`config.mk`:
```
export PLATFORM = sky130hd
export DESIGN_NAME = crc_packet_deframer_link_monitor_unit
export DESIGN_NICKNAME = d
export VERILOG_FILES = /design/src/hw/rtl/cpd_pkg.sv /design/src/hw/rtl/crc_packet_deframer_link_monitor_unit.sv /design/src/hw/rtl/cpd_front.sv /design/src/hw/rtl/cpd_queue.sv /design/src/hw/rtl/cpd_back.sv
export SDC_FILE = /design/constraint.sdc
export NUM_CORES = 1
export LEC_CHECK = 0
export BUFFER_PORTS_ARGS = -buffer_cell sky130_fd_sc_hd__buf_4
export CAP_MARGIN = 20
export CORE_UTILIZATION = 58
export DETAILED_ROUTE_END_ITERATION = 16
export HOLD_SLACK_MARGIN = 0.1
export PLACE_DENSITY = 0.92
export SKIP_CTS_REPAIR_TIMING = 1
export SLEW_MARGIN = 10
export SYNTH_ARGS = -nofsm -noshare
export SYNTH_HDL_FRONTEND = slang
export SYNTH_SLANG_ARGS = --single-unit
```
`constraint.sdc`:
```
create_clock -name i_clk -period 3.2 [get_ports i_clk]
set_input_delay 0.48 -clock i_clk [delete_from_list [all_inputs] [get_ports i_clk]]
set_output_delay 0.48 -clock i_clk [all_outputs]
set_load 0.01 [all_outputs]
```
`src/hw/rtl/cpd_pkg.sv`:
```
// ----------------------------------------------------------------------------
// cpd_pkg
// Shared types and constants of the packet deframer and link monitor.
// ----------------------------------------------------------------------------
package cpd_pkg;

    localparam int unsigned BYTE_W  = 8;
    localparam int unsigned CRC_W   = 16;
    localparam int unsigned MISS_W  = 3;
    localparam int unsigned REG_IDX_W = 2;

    localparam logic [REG_IDX_W-1:0] REG_START_MARKER    = 2'd0;
    localparam logic [REG_IDX_W-1:0] REG_READ_COUNT_CODE = 2'd1;
    localparam logic [REG_IDX_W-1:0] REG_VERSION_CODE    = 2'd2;
    localparam logic [REG_IDX_W-1:0] REG_LIGHT_CODE      = 2'd3;

    localparam logic [BYTE_W-1:0] RST_START_MARKER    = 8'd170;
    localparam logic [BYTE_W-1:0] RST_READ_COUNT_CODE = 8'd1;
    localparam logic [BYTE_W-1:0] RST_VERSION_CODE    = 8'd2;
    localparam logic [BYTE_W-1:0] RST_LIGHT_CODE      = 8'd3;

    typedef enum logic [1:0] {
        OP_PAYLOAD = 2'd0,
        OP_END     = 2'd1,
        OP_TICK    = 2'd2
    } t_op;

    typedef enum logic [2:0] {
        PH_HUNT    = 3'd0,
        PH_TYPE    = 3'd1,
        PH_LEN     = 3'd2,
        PH_PAYLOAD = 3'd3,
        PH_CRC_HI  = 3'd4,
        PH_CRC_LO  = 3'd5
    } t_phase;

    typedef struct packed {
        t_op               op;
        logic [BYTE_W-1:0] data;
        logic [BYTE_W-1:0] ptype;
        logic              good;
    } t_cmd;

    typedef struct packed {
        logic [BYTE_W-1:0] start_marker;
        logic [BYTE_W-1:0] read_count_code;
        logic [BYTE_W-1:0] version_code;
        logic [BYTE_W-1:0] light_code;
    } t_cfg;

    typedef struct packed {
        t_op               kind;
        logic [BYTE_W-1:0] data_byte;
        logic [BYTE_W-1:0] packet_kind;
        logic              last;
        logic              crc_good;
        logic              link_up;
        logic              send_version_request;
        logic [MISS_W-1:0] missed_now;
    } t_result;

endpackage

```
`src/hw/rtl/crc_packet_deframer_link_monitor_unit.sv`:
```
// ----------------------------------------------------------------------------
// crc_packet_deframer_link_monitor_unit
// Start byte / length / CRC-16/X-25 deframer with a link monitor.
// ----------------------------------------------------------------------------
// One request is taken per clock while full is low. The parser handles a
// request in the cycle it is taken and leaves a command in a queue of
// QUEUE_DEPTH entries; the link monitor takes one command per cycle, while the
// result register is empty or popped, into the result register. Start, type,
// length and CRC high bytes give no result. full rises only while the command
// queue is full, which happens when results are not popped. Registers sit on
// the APB port at byte addresses 0, 4, 8 and 12: start marker, read-count
// code, version code and light code.
module crc_packet_deframer_link_monitor_unit #(
    parameter int unsigned MISS_LIMIT  = 3,
    parameter int unsigned QUEUE_DEPTH = 4
) (
    input  logic        i_clk,
    input  logic        i_rst_n,
    input  logic        psel,
    input  logic        penable,
    input  logic        pwrite,
    input  logic [3:0]  paddr,
    input  logic [31:0] pwdata,
    output logic [31:0] prdata,
    output logic        pready,
    input  logic        push,
    output logic        full,
    input  logic        i_func,
    input  logic [7:0]  i_rx_byte,
    output logic        empty,
    input  logic        pop,
    output logic [1:0]  o_kind,
    output logic [7:0]  o_data_byte,
    output logic [7:0]  o_packet_kind,
    output logic        o_last,
    output logic        o_crc_good,
    output logic        o_link_up,
    output logic        o_send_version_request,
    output logic [2:0]  o_missed_now
);

    cpd_pkg::t_cfg      r_cfg;
    logic               cfg_wr;
    logic [cpd_pkg::REG_IDX_W-1:0] reg_idx;

    logic               front_valid;
    cpd_pkg::t_cmd      front_cmd;
    logic               q_empty;
    cpd_pkg::t_cmd      q_cmd;
    logic               back_take;
    cpd_pkg::t_result   result;

    assign pready  = 1'b1;
    assign cfg_wr  = psel && penable && pwrite && pready;
    assign reg_idx = paddr[3:2];

    always_ff @(posedge i_clk) begin
        if (!i_rst_n) begin
            r_cfg.start_marker    <= cpd_pkg::RST_START_MARKER;
            r_cfg.read_count_code <= cpd_pkg::RST_READ_COUNT_CODE;
            r_cfg.version_code    <= cpd_pkg::RST_VERSION_CODE;
            r_cfg.light_code      <= cpd_pkg::RST_LIGHT_CODE;
        end else if (cfg_wr) begin
            case (reg_idx)
                cpd_pkg::REG_START_MARKER:    r_cfg.start_marker    <= pwdata[7:0];
                cpd_pkg::REG_READ_COUNT_CODE: r_cfg.read_count_code <= pwdata[7:0];
                cpd_pkg::REG_VERSION_CODE:    r_cfg.version_code    <= pwdata[7:0];
                cpd_pkg::REG_LIGHT_CODE:      r_cfg.light_code      <= pwdata[7:0];
                default: begin
                end
            endcase
        end
    end

    always_comb begin
        case (reg_idx)
            cpd_pkg::REG_START_MARKER:    prdata = {24'd0, r_cfg.start_marker};
            cpd_pkg::REG_READ_COUNT_CODE: prdata = {24'd0, r_cfg.read_count_code};
            cpd_pkg::REG_VERSION_CODE:    prdata = {24'd0, r_cfg.version_code};
            cpd_pkg::REG_LIGHT_CODE:      prdata = {24'd0, r_cfg.light_code};
            default:                      prdata = '0;
        endcase
    end

    cpd_front u_front (
        .i_clk          (i_clk),
        .i_rst_n        (i_rst_n),
        .i_push         (push),
        .i_full         (full),
        .i_func         (i_func),
        .i_rx_byte      (i_rx_byte),
        .i_start_marker (r_cfg.start_marker),
        .o_cmd_valid    (front_valid),
        .o_cmd          (front_cmd)
    );

    cpd_queue #(
        .DEPTH (QUEUE_DEPTH)
    ) u_queue (
        .i_clk     (i_clk),
        .i_rst_n   (i_rst_n),
        .i_wr      (front_valid),
        .i_wr_data (front_cmd),
        .i_rd      (back_take),
        .o_rd_data (q_cmd),
        .o_empty   (q_empty),
        .o_full    (full)
    );

    cpd_back #(
        .MISS_LIMIT (MISS_LIMIT)
    ) u_back (
        .i_clk       (i_clk),
        .i_rst_n     (i_rst_n),
        .i_cmd_valid (!q_empty),
        .i_cmd       (q_cmd),
        .i_cfg       (r_cfg),
        .o_cmd_take  (back_take),
        .i_pop       (pop),
        .o_empty     (empty),
        .o_result    (result)
    );

    assign o_kind                 = result.kind;
    assign o_data_byte            = result.data_byte;
    assign o_packet_kind          = result.packet_kind;
    assign o_last                 = result.last;
    assign o_crc_good             = result.crc_good;
    assign o_link_up              = result.link_up;
    assign o_send_version_request = result.send_version_request;
    assign o_missed_now           = result.missed_now;

endmodule

```
`src/hw/rtl/cpd_front.sv`:
```
// ----------------------------------------------------------------------------
// cpd_front
// Packet parser: hunts for the start byte, tracks header, payload and CRC,
// and turns func, payload and CRC-low requests into link monitor commands.
// ----------------------------------------------------------------------------
module cpd_front (
    input  logic                        i_clk,
    input  logic                        i_rst_n,
    input  logic                        i_push,
    input  logic                        i_full,
    input  logic                        i_func,
    input  logic [cpd_pkg::BYTE_W-1:0]  i_rx_byte,
    input  logic [cpd_pkg::BYTE_W-1:0]  i_start_marker,
    output logic                        o_cmd_valid,
    output cpd_pkg::t_cmd               o_cmd
);

    localparam logic [cpd_pkg::CRC_W-1:0] CRC_INIT = 16'hFFFF;
    localparam logic [cpd_pkg::CRC_W-1:0] CRC_POLY = 16'h8408;

    function automatic logic [cpd_pkg::CRC_W-1:0] crc_feed(
        input logic [cpd_pkg::CRC_W-1:0]  crc_in,
        input logic [cpd_pkg::BYTE_W-1:0] b
    );
        logic [cpd_pkg::CRC_W-1:0] c;
        c = crc_in ^ {8'h00, b};
        for (int k = 0; k < 8; k++) begin
            if (c[0]) begin
                c = (c >> 1) ^ CRC_POLY;
            end else begin
                c = c >> 1;
            end
        end
        return c;
    endfunction

    cpd_pkg::t_phase                r_phase, n_phase;
    logic [cpd_pkg::BYTE_W-1:0]     r_held_type, n_held_type;
    logic [cpd_pkg::BYTE_W-1:0]     r_bytes_left, n_bytes_left;
    logic [cpd_pkg::CRC_W-1:0]      r_crc, n_crc;
    logic [cpd_pkg::BYTE_W-1:0]     r_crc_hi, n_crc_hi;

    logic                           accept;
    logic [cpd_pkg::BYTE_W-1:0]     left_dec;
    logic [cpd_pkg::CRC_W-1:0]      crc_upd;

    assign accept   = i_push && !i_full;
    assign left_dec = r_bytes_left - 8'd1;
    assign crc_upd  = crc_feed(r_crc, i_rx_byte);

    always_ff @(posedge i_clk) begin
        if (!i_rst_n) begin
            r_phase      <= cpd_pkg::PH_HUNT;
            r_held_type  <= '0;
            r_bytes_left <= '0;
            r_crc        <= CRC_INIT;
            r_crc_hi     <= '0;
        end else begin
            r_phase      <= n_phase;
            r_held_type  <= n_held_type;
            r_bytes_left <= n_bytes_left;
            r_crc        <= n_crc;
            r_crc_hi     <= n_crc_hi;
        end
    end

    always_comb begin
        n_phase      = r_phase;
        n_held_type  = r_held_type;
        n_bytes_left = r_bytes_left;
        n_crc        = r_crc;
        n_crc_hi     = r_crc_hi;
        o_cmd_valid  = 1'b0;
        o_cmd.op     = cpd_pkg::OP_TICK;
        o_cmd.data   = i_rx_byte;
        o_cmd.ptype  = r_held_type;
        o_cmd.good   = 1'b0;
        if (accept) begin
            if (i_func) begin
                o_cmd_valid = 1'b1;
            end else begin
                case (r_phase)
                    cpd_pkg::PH_HUNT: begin
                        if (i_rx_byte == i_start_marker) begin
                            n_crc   = crc_feed(CRC_INIT, i_rx_byte);
                            n_phase = cpd_pkg::PH_TYPE;
                        end
                    end
                    cpd_pkg::PH_TYPE: begin
                        n_held_type = i_rx_byte;
                        n_crc       = crc_upd;
                        n_phase     = cpd_pkg::PH_LEN;
                    end
                    cpd_pkg::PH_LEN: begin
                        n_bytes_left = i_rx_byte;
                        n_crc        = crc_upd;
                        n_phase      = (i_rx_byte == 8'd0) ? cpd_pkg::PH_CRC_HI
                                                          : cpd_pkg::PH_PAYLOAD;
                    end
                    cpd_pkg::PH_PAYLOAD: begin
                        n_crc        = crc_upd;
                        n_bytes_left = left_dec;
                        if (left_dec == 8'd0) begin
                            n_phase = cpd_pkg::PH_CRC_HI;
                        end
                        o_cmd_valid = 1'b1;
                        o_cmd.op    = cpd_pkg::OP_PAYLOAD;
                    end
                    cpd_pkg::PH_CRC_HI: begin
                        n_crc_hi = i_rx_byte;
                        n_phase  = cpd_pkg::PH_CRC_LO;
                    end
                    cpd_pkg::PH_CRC_LO: begin
                        o_cmd_valid = 1'b1;
                        o_cmd.op    = cpd_pkg::OP_END;
                        o_cmd.good  = ({r_crc_hi, i_rx_byte} == ~r_crc);
                        n_crc       = CRC_INIT;
                        n_phase     = cpd_pkg::PH_HUNT;
                    end
                    default: begin
                        n_phase = cpd_pkg::PH_HUNT;
                    end
                endcase
            end
        end
    end

endmodule

```
`src/hw/rtl/cpd_queue.sv`:
```
// ----------------------------------------------------------------------------
// cpd_queue
// Short register queue of commands between the parser and the link monitor.
// ----------------------------------------------------------------------------
module cpd_queue #(
    parameter int unsigned DEPTH = 4
) (
    input  logic          i_clk,
    input  logic          i_rst_n,
    input  logic          i_wr,
    input  cpd_pkg::t_cmd i_wr_data,
    input  logic          i_rd,
    output cpd_pkg::t_cmd o_rd_data,
    output logic          o_empty,
    output logic          o_full
);

    localparam int unsigned PTR_W = (DEPTH > 1) ? $clog2(DEPTH) : 1;
    localparam int unsigned CNT_W = $clog2(DEPTH + 1);
    localparam logic [PTR_W-1:0] PTR_LAST = PTR_W'(DEPTH - 1);
    localparam logic [CNT_W-1:0] CNT_FULL = CNT_W'(DEPTH);

    cpd_pkg::t_cmd      r_mem [DEPTH];
    logic [PTR_W-1:0]   r_wr_ptr, n_wr_ptr;
    logic [PTR_W-1:0]   r_rd_ptr, n_rd_ptr;
    logic [CNT_W-1:0]   r_count, n_count;

    logic do_wr, do_rd;

    assign o_empty   = (r_count == '0);
    assign o_full    = (r_count == CNT_FULL);
    assign do_wr     = i_wr && !o_full;
    assign do_rd     = i_rd && !o_empty;
    assign o_rd_data = r_mem[r_rd_ptr];

    always_comb begin
        n_wr_ptr = r_wr_ptr;
        n_rd_ptr = r_rd_ptr;
        n_count  = r_count;
        if (do_wr) begin
            n_wr_ptr = (r_wr_ptr == PTR_LAST) ? '0 : r_wr_ptr + 1'b1;
        end
        if (do_rd) begin
            n_rd_ptr = (r_rd_ptr == PTR_LAST) ? '0 : r_rd_ptr + 1'b1;
        end
        case ({do_wr, do_rd})
            2'b10:   n_count = r_count + 1'b1;
            2'b01:   n_count = r_count - 1'b1;
            default: n_count = r_count;
        endcase
    end

    always_ff @(posedge i_clk) begin
        if (!i_rst_n) begin
            r_wr_ptr <= '0;
            r_rd_ptr <= '0;
            r_count  <= '0;
        end else begin
            r_wr_ptr <= n_wr_ptr;
            r_rd_ptr <= n_rd_ptr;
            r_count  <= n_count;
        end
    end

    always_ff @(posedge i_clk) begin
        if (do_wr) begin
            r_mem[r_wr_ptr] <= i_wr_data;
        end
    end

endmodule

```
`src/hw/rtl/cpd_back.sv`:
```
// ----------------------------------------------------------------------------
// cpd_back
// Link monitor: applies commands to the connected flag and missed counter
// and holds the result in an output register.
// ----------------------------------------------------------------------------
module cpd_back #(
    parameter int unsigned MISS_LIMIT = 3
) (
    input  logic              i_clk,
    input  logic              i_rst_n,
    input  logic              i_cmd_valid,
    input  cpd_pkg::t_cmd     i_cmd,
    input  cpd_pkg::t_cfg     i_cfg,
    output logic              o_cmd_take,
    input  logic              i_pop,
    output logic              o_empty,
    output cpd_pkg::t_result  o_result
);

    localparam logic [cpd_pkg::MISS_W-1:0] MISS_LIM = cpd_pkg::MISS_W'(MISS_LIMIT);
    localparam logic [cpd_pkg::MISS_W-1:0] MISS_MAX = '1;

    logic                         r_connected, n_connected;
    logic [cpd_pkg::MISS_W-1:0]   r_missed, n_missed;
    logic                         r_out_valid, n_out_valid;
    cpd_pkg::t_result             r_out, n_out;

    logic known_type;

    assign o_empty    = !r_out_valid;
    assign o_result   = r_out;
    assign o_cmd_take = i_cmd_valid && (!r_out_valid || i_pop);
    assign known_type = (i_cmd.ptype == i_cfg.read_count_code)
                     || (i_cmd.ptype == i_cfg.version_code)
                     || (i_cmd.ptype == i_cfg.light_code);

    always_comb begin
        n_connected = r_connected;
        n_missed    = r_missed;
        n_out_valid = r_out_valid && !i_pop;
        n_out       = r_out;
        if (o_cmd_take) begin
            n_out_valid                  = 1'b1;
            n_out.kind                   = i_cmd.op;
            n_out.data_byte              = '0;
            n_out.packet_kind            = i_cmd.ptype;
            n_out.last                   = 1'b0;
            n_out.crc_good               = 1'b0;
            n_out.send_version_request   = 1'b0;
            case (i_cmd.op)
                cpd_pkg::OP_PAYLOAD: begin
                    n_out.data_byte = i_cmd.data;
                end
                cpd_pkg::OP_END: begin
                    n_out.last     = 1'b1;
                    n_out.crc_good = i_cmd.good;
                    if (i_cmd.good) begin
                        if (known_type) begin
                            n_missed = '0;
                        end
                        if (i_cmd.ptype == i_cfg.version_code) begin
                            n_connected = 1'b1;
                        end
                    end
                end
                default: begin
                    n_out.packet_kind          = '0;
                    n_out.send_version_request = !r_connected;
                    if (r_connected) begin
                        if (r_missed != MISS_MAX) begin
                            n_missed = r_missed + 1'b1;
                        end
                        if (r_missed >= MISS_LIM) begin
                            n_connected = 1'b0;
                        end
                    end
                end
            endcase
            n_out.link_up    = n_connected;
            n_out.missed_now = n_missed;
        end
    end

    always_ff @(posedge i_clk) begin
        if (!i_rst_n) begin
            r_connected <= 1'b0;
            r_missed    <= '0;
            r_out_valid <= 1'b0;
        end else begin
            r_connected <= n_connected;
            r_missed    <= n_missed;
            r_out_valid <= n_out_valid;
        end
    end

    always_ff @(posedge i_clk) begin
        r_out <= n_out;
    end

endmodule
```
==> metrics list <==
* Outcome: finished with violations
- The final reports fail on DRC.
- Insertion delay of the later-clocked pin in the worst-skew pair: 0.43 ns
- For this run, the register share of the synthesized area comes to 0.5439.
- Routed wire length per instance: 19.69 um
- Critical Setup Path Class: reg -> reg
- Total of buffers placed on input and output ports: 60
* Net Sw Frac: 0.2973
- Summed over all cells, the static leakage comes to 3.694 nW.
- The finished cells cover 9879 sq um.
* Type of the most critical hold path: in -> reg
* Synthesis warning total: 0
- Number of iterations in the first detailed-routing pass: 12
- Once placement finished, the instance area stood at 9336 sq um.
* Routed via count: 6038
- Final cell count without fillers: 995
- Routability-driven placement finished with a final weighted congestion of 0.8658.
- Relative to the synthesized area, the layout overhead comes to 11.60%.
- The internal portion of the total power is 4.679 mW.
* Worst-case setup margin in the final layout: 0.3804 ns
* Setup repair after global routing missed its margin: false
- Required time of the critical path: 3.38 ns
* Setup violation total in the final timing report: 0
* Count of nets after finishing: 860
- Vertical die dimension: 125.5 um
- Wires add up to 19590 um.
- Worst-path clk slew: 0.07 ns
- The design draws 6.658 mW.
- Most frequent cells after synthesis: 101 x sky130_fd_sc_hd__edfxtp_1, 89 x sky130_fd_sc_hd__dfxtp_1, 76 x sky130_fd_sc_hd__nor2_1, 63 x sky130_fd_sc_hd__xnor2_1, 57 x sky130_fd_sc_hd__nand2_1
- Of the total power, registers draw 0.458.
- Number of clock sinks: 190
- For the pin with the worst max-slew slack, the measured transition is 0.9302 ns.
- Slew Limit Headroom: 0.3751
- The worst setup path is captured at a flip-flop.
- Drt via density: 6.068
- The initial antenna violation count is 0.
- Share of synthesized flip-flops with an asynchronous set or reset: 0
* Number of rows in the core area: 44
- Cell area after synthesis: 8852 sq um
- In the final layout, the share of cells above drive strength 1 is 0.1529.
* Min cycle time layout: 2.820 ns
- Most frequently used flop master after synthesis: sky130_fd_sc_hd__edfxtp_1
* ANT cells: 0
* Yosys cell types: 55
- The total area inside the core boundary comes to 14700 sq um.
* CTS tree: done
* Final hold violation count: 0
- Of the post-synthesis cell area, the dominant cell type holds 0.3426.
- Fill cells in the final layout number 979.
* Placed Cells: 963
- Measured along the x axis, the die boundary spans 125.5 um.
* Initial core utilization: 0.6022
* Root Driver: sky130_fd_sc_hd__clkbuf_16
- Most used standard cell by instance count after synthesis: sky130_fd_sc_hd__edfxtp_1
- VDD sags by at most 483.4 uV.
- Power per cell area: 673.9 nW/um^2
* Pin count of the biggest net entering global routing: 33
- Highest achievable clock rate: 354.7 MHz
- Net Switching: 1.979 mW
- In this run the worst path has a maximum fanout of 11.
* Max-slew violations: 0
- Synthesis handed over a netlist of 749 instances.
* Share of power burned in the clock network: 0.293
* Total of flip-flops plus latches after synthesis: 190
- Data on the critical path arrives at its endpoint at 2.99 ns.
* Final HPWL from detailed placement: 12020 um
- In the global route stage, overall resource usage came out at 0.2615.
- The via count of the first global-routing pass is 5941.
* Inserted Clock Buffers: 17
* Largest cells by area after synthesis: sky130_fd_sc_hd__edfxtp_1 34%, sky130_fd_sc_hd__dfxtp_1 20%, sky130_fd_sc_hd__xnor2_1 6.2%
- Total die area: 15760 sq um
- Of the total power, combinational logic draws 0.249.
- Synthesized area per cell: 11.82 sq um
- The worst setup path is launched from a flip-flop.
* Antenna viol nets, final: 0
- In this run the deepest clock path goes through 2 buffers.
- Remaining Overflow, GRT: 0
- Final worst clock skew: 0.009515 ns
- Worst slack after detailed placement: 0.5388 ns
* Max-cap violations: 0
* DRC violation count after routing: 8
- The first global-routing pass estimated 31130 um of wire.
- During I/O placement, the number of pins put on the boundary was 112.
* EDFF count, synth: 101
* Ratio of final minimum period to clock period: 0.8811
- CTS built an H-tree with a depth of 4.
- In the final timing run, aggregate negative setup slack is 0 ns.
- Largest area contributor in the synthesized netlist: sky130_fd_sc_hd__edfxtp_1
- Number of DRC markers after the initial detailed-route iteration: 537
layout make-up:
class | count | area [sq um] | area share
Tap cell | 184 | 230.2 | 0.02330
Multi-Input combinational cell | 500 | 3684 | 0.3728
Sequential cell | 190 | 4815 | 0.4873
Clock buffer | 20 | 457.9 | 0.04635
Timing Repair Buffer | 73 | 548.0 | 0.05547
Inverter | 16 | 60.06 | 0.006079
Clock inverter | 12 | 85.08 | 0.008612
metal layers:
| layer | wire (um) | global-route usage | up-vias | share of wire |
|---|---|---|---|---|
| met3 | 1525 | 0.05434 | 71 | 0.078 |
| met2 | 9804 | 0.4412 | 323 | 0.50 |
| met1 | 7430 | 0.3076 | 2923 | 0.38 |
| met4 | 830 | 0.1600 | 0 | 0.042 |
| met5 | 0 | 0 | - | 0 |
| li1 | - | - | 2721 | - |
through the flow:
step,util,hold WS [ns]
after floorplan,-,0.4455
after CTS,0.6721,0.2902
after global placement,0.6352,0.4576
final,0.6721,0.2980
after detailed placement,0.6352,0.4756
after global routing,0.6721,0.2950
final timing paths:
| kind | startpoint | end | slack, ns | cells after the start |
|---|---|---|---|---|
| min reg2reg | u_back.r_out_valid | u_back.r_out_valid | 0.48 | 2 |
| max reg2reg | flip-flop | u_back.o_result[1] | 0.38 | 7 |
| min | pwdata[7] | r_cfg[31] | 0.30 | 3 |
| max | flip-flop | u_back.o_result[1] | 0.38 | 7 |
state kept, by name (all words and copies together) (netlist names), 3 cells and up, named ones only:
signal,cells
u_front.r_held_type,8
u_back.r_missed,3
u_front.r_bytes_left,8
u_front.r_crc_hi,8
u_queue.r_mem,76
u_front.r_phase,3
u_queue.r_count,3
u_back.o_result,25
r_cfg,32
u_front.r_crc,16
logic make-up (layout without fill, tap and decap cells):
logic type	Yosys count	in the layout	share of synthesized area
AOI/OAI and AO/OA	90	90	0.06601
xor gates and xnor gates	84	84	0.08466
adders and majority gates	10	10	0.01498
buffers and inverters	82	121	0.04975
DFF	190	190	0.5439
muxes	69	69	0.1238
other	2	25	0.0008484
and+or+nand+nor	222	222	0.1160
critical path, stage by stage, from the launching register on:
cell                      delay [ns]
sky130_fd_sc_hd__dfxtp_1        0.75
sky130_fd_sc_hd__mux4_1         0.83
sky130_fd_sc_hd__xnor2_1        0.25
sky130_fd_sc_hd__nand4_1        0.17
sky130_fd_sc_hd__nor2_2         0.24
sky130_fd_sc_hd__o31ai_4        0.13
sky130_fd_sc_hd__nand3_1        0.09
sky130_fd_sc_hd__o21ai_0        0.09
power groups by stage:
stage | logic [mW] | registers, mW | clock network (mW)
detailed placement | 1.61 | 3.09 | 0
finish | 1.66 | 3.05 | 1.95
global route | 1.77 | 3.08 | 2.07
global placement | 1.55 | 3.08 | 0
CTS | 1.66 | 3.05 | 1.96
floorplan | 1.04 | 3.13 | 0
cell usage in the layout, fill, tap and decap left out, types with 10 or more instances in the layout:
master                      Yosys  layout
sky130_fd_sc_hd__a21oi_1       25      25
sky130_fd_sc_hd__xnor2_1       63      63
sky130_fd_sc_hd__conb_1         2      25
sky130_fd_sc_hd__clkbuf_16      0      18
sky130_fd_sc_hd__xor2_1        20      20
sky130_fd_sc_hd__buf_4         26      73
sky130_fd_sc_hd__mux2i_1       42      42
sky130_fd_sc_hd__nor3_1        10      10
sky130_fd_sc_hd__nand3_1       17      17
sky130_fd_sc_hd__nor2_1        76      76
sky130_fd_sc_hd__nor2b_1       19      19
sky130_fd_sc_hd__dfxtp_1       89      89
sky130_fd_sc_hd__nand2_1       57      57
sky130_fd_sc_hd__o21ai_0       26      26
sky130_fd_sc_hd__mux4_1        18      18
sky130_fd_sc_hd__edfxtp_1     101     101
sky130_fd_sc_hd__inv_1         15      15
Note: power is estimated with default switching activity, not from simulation.
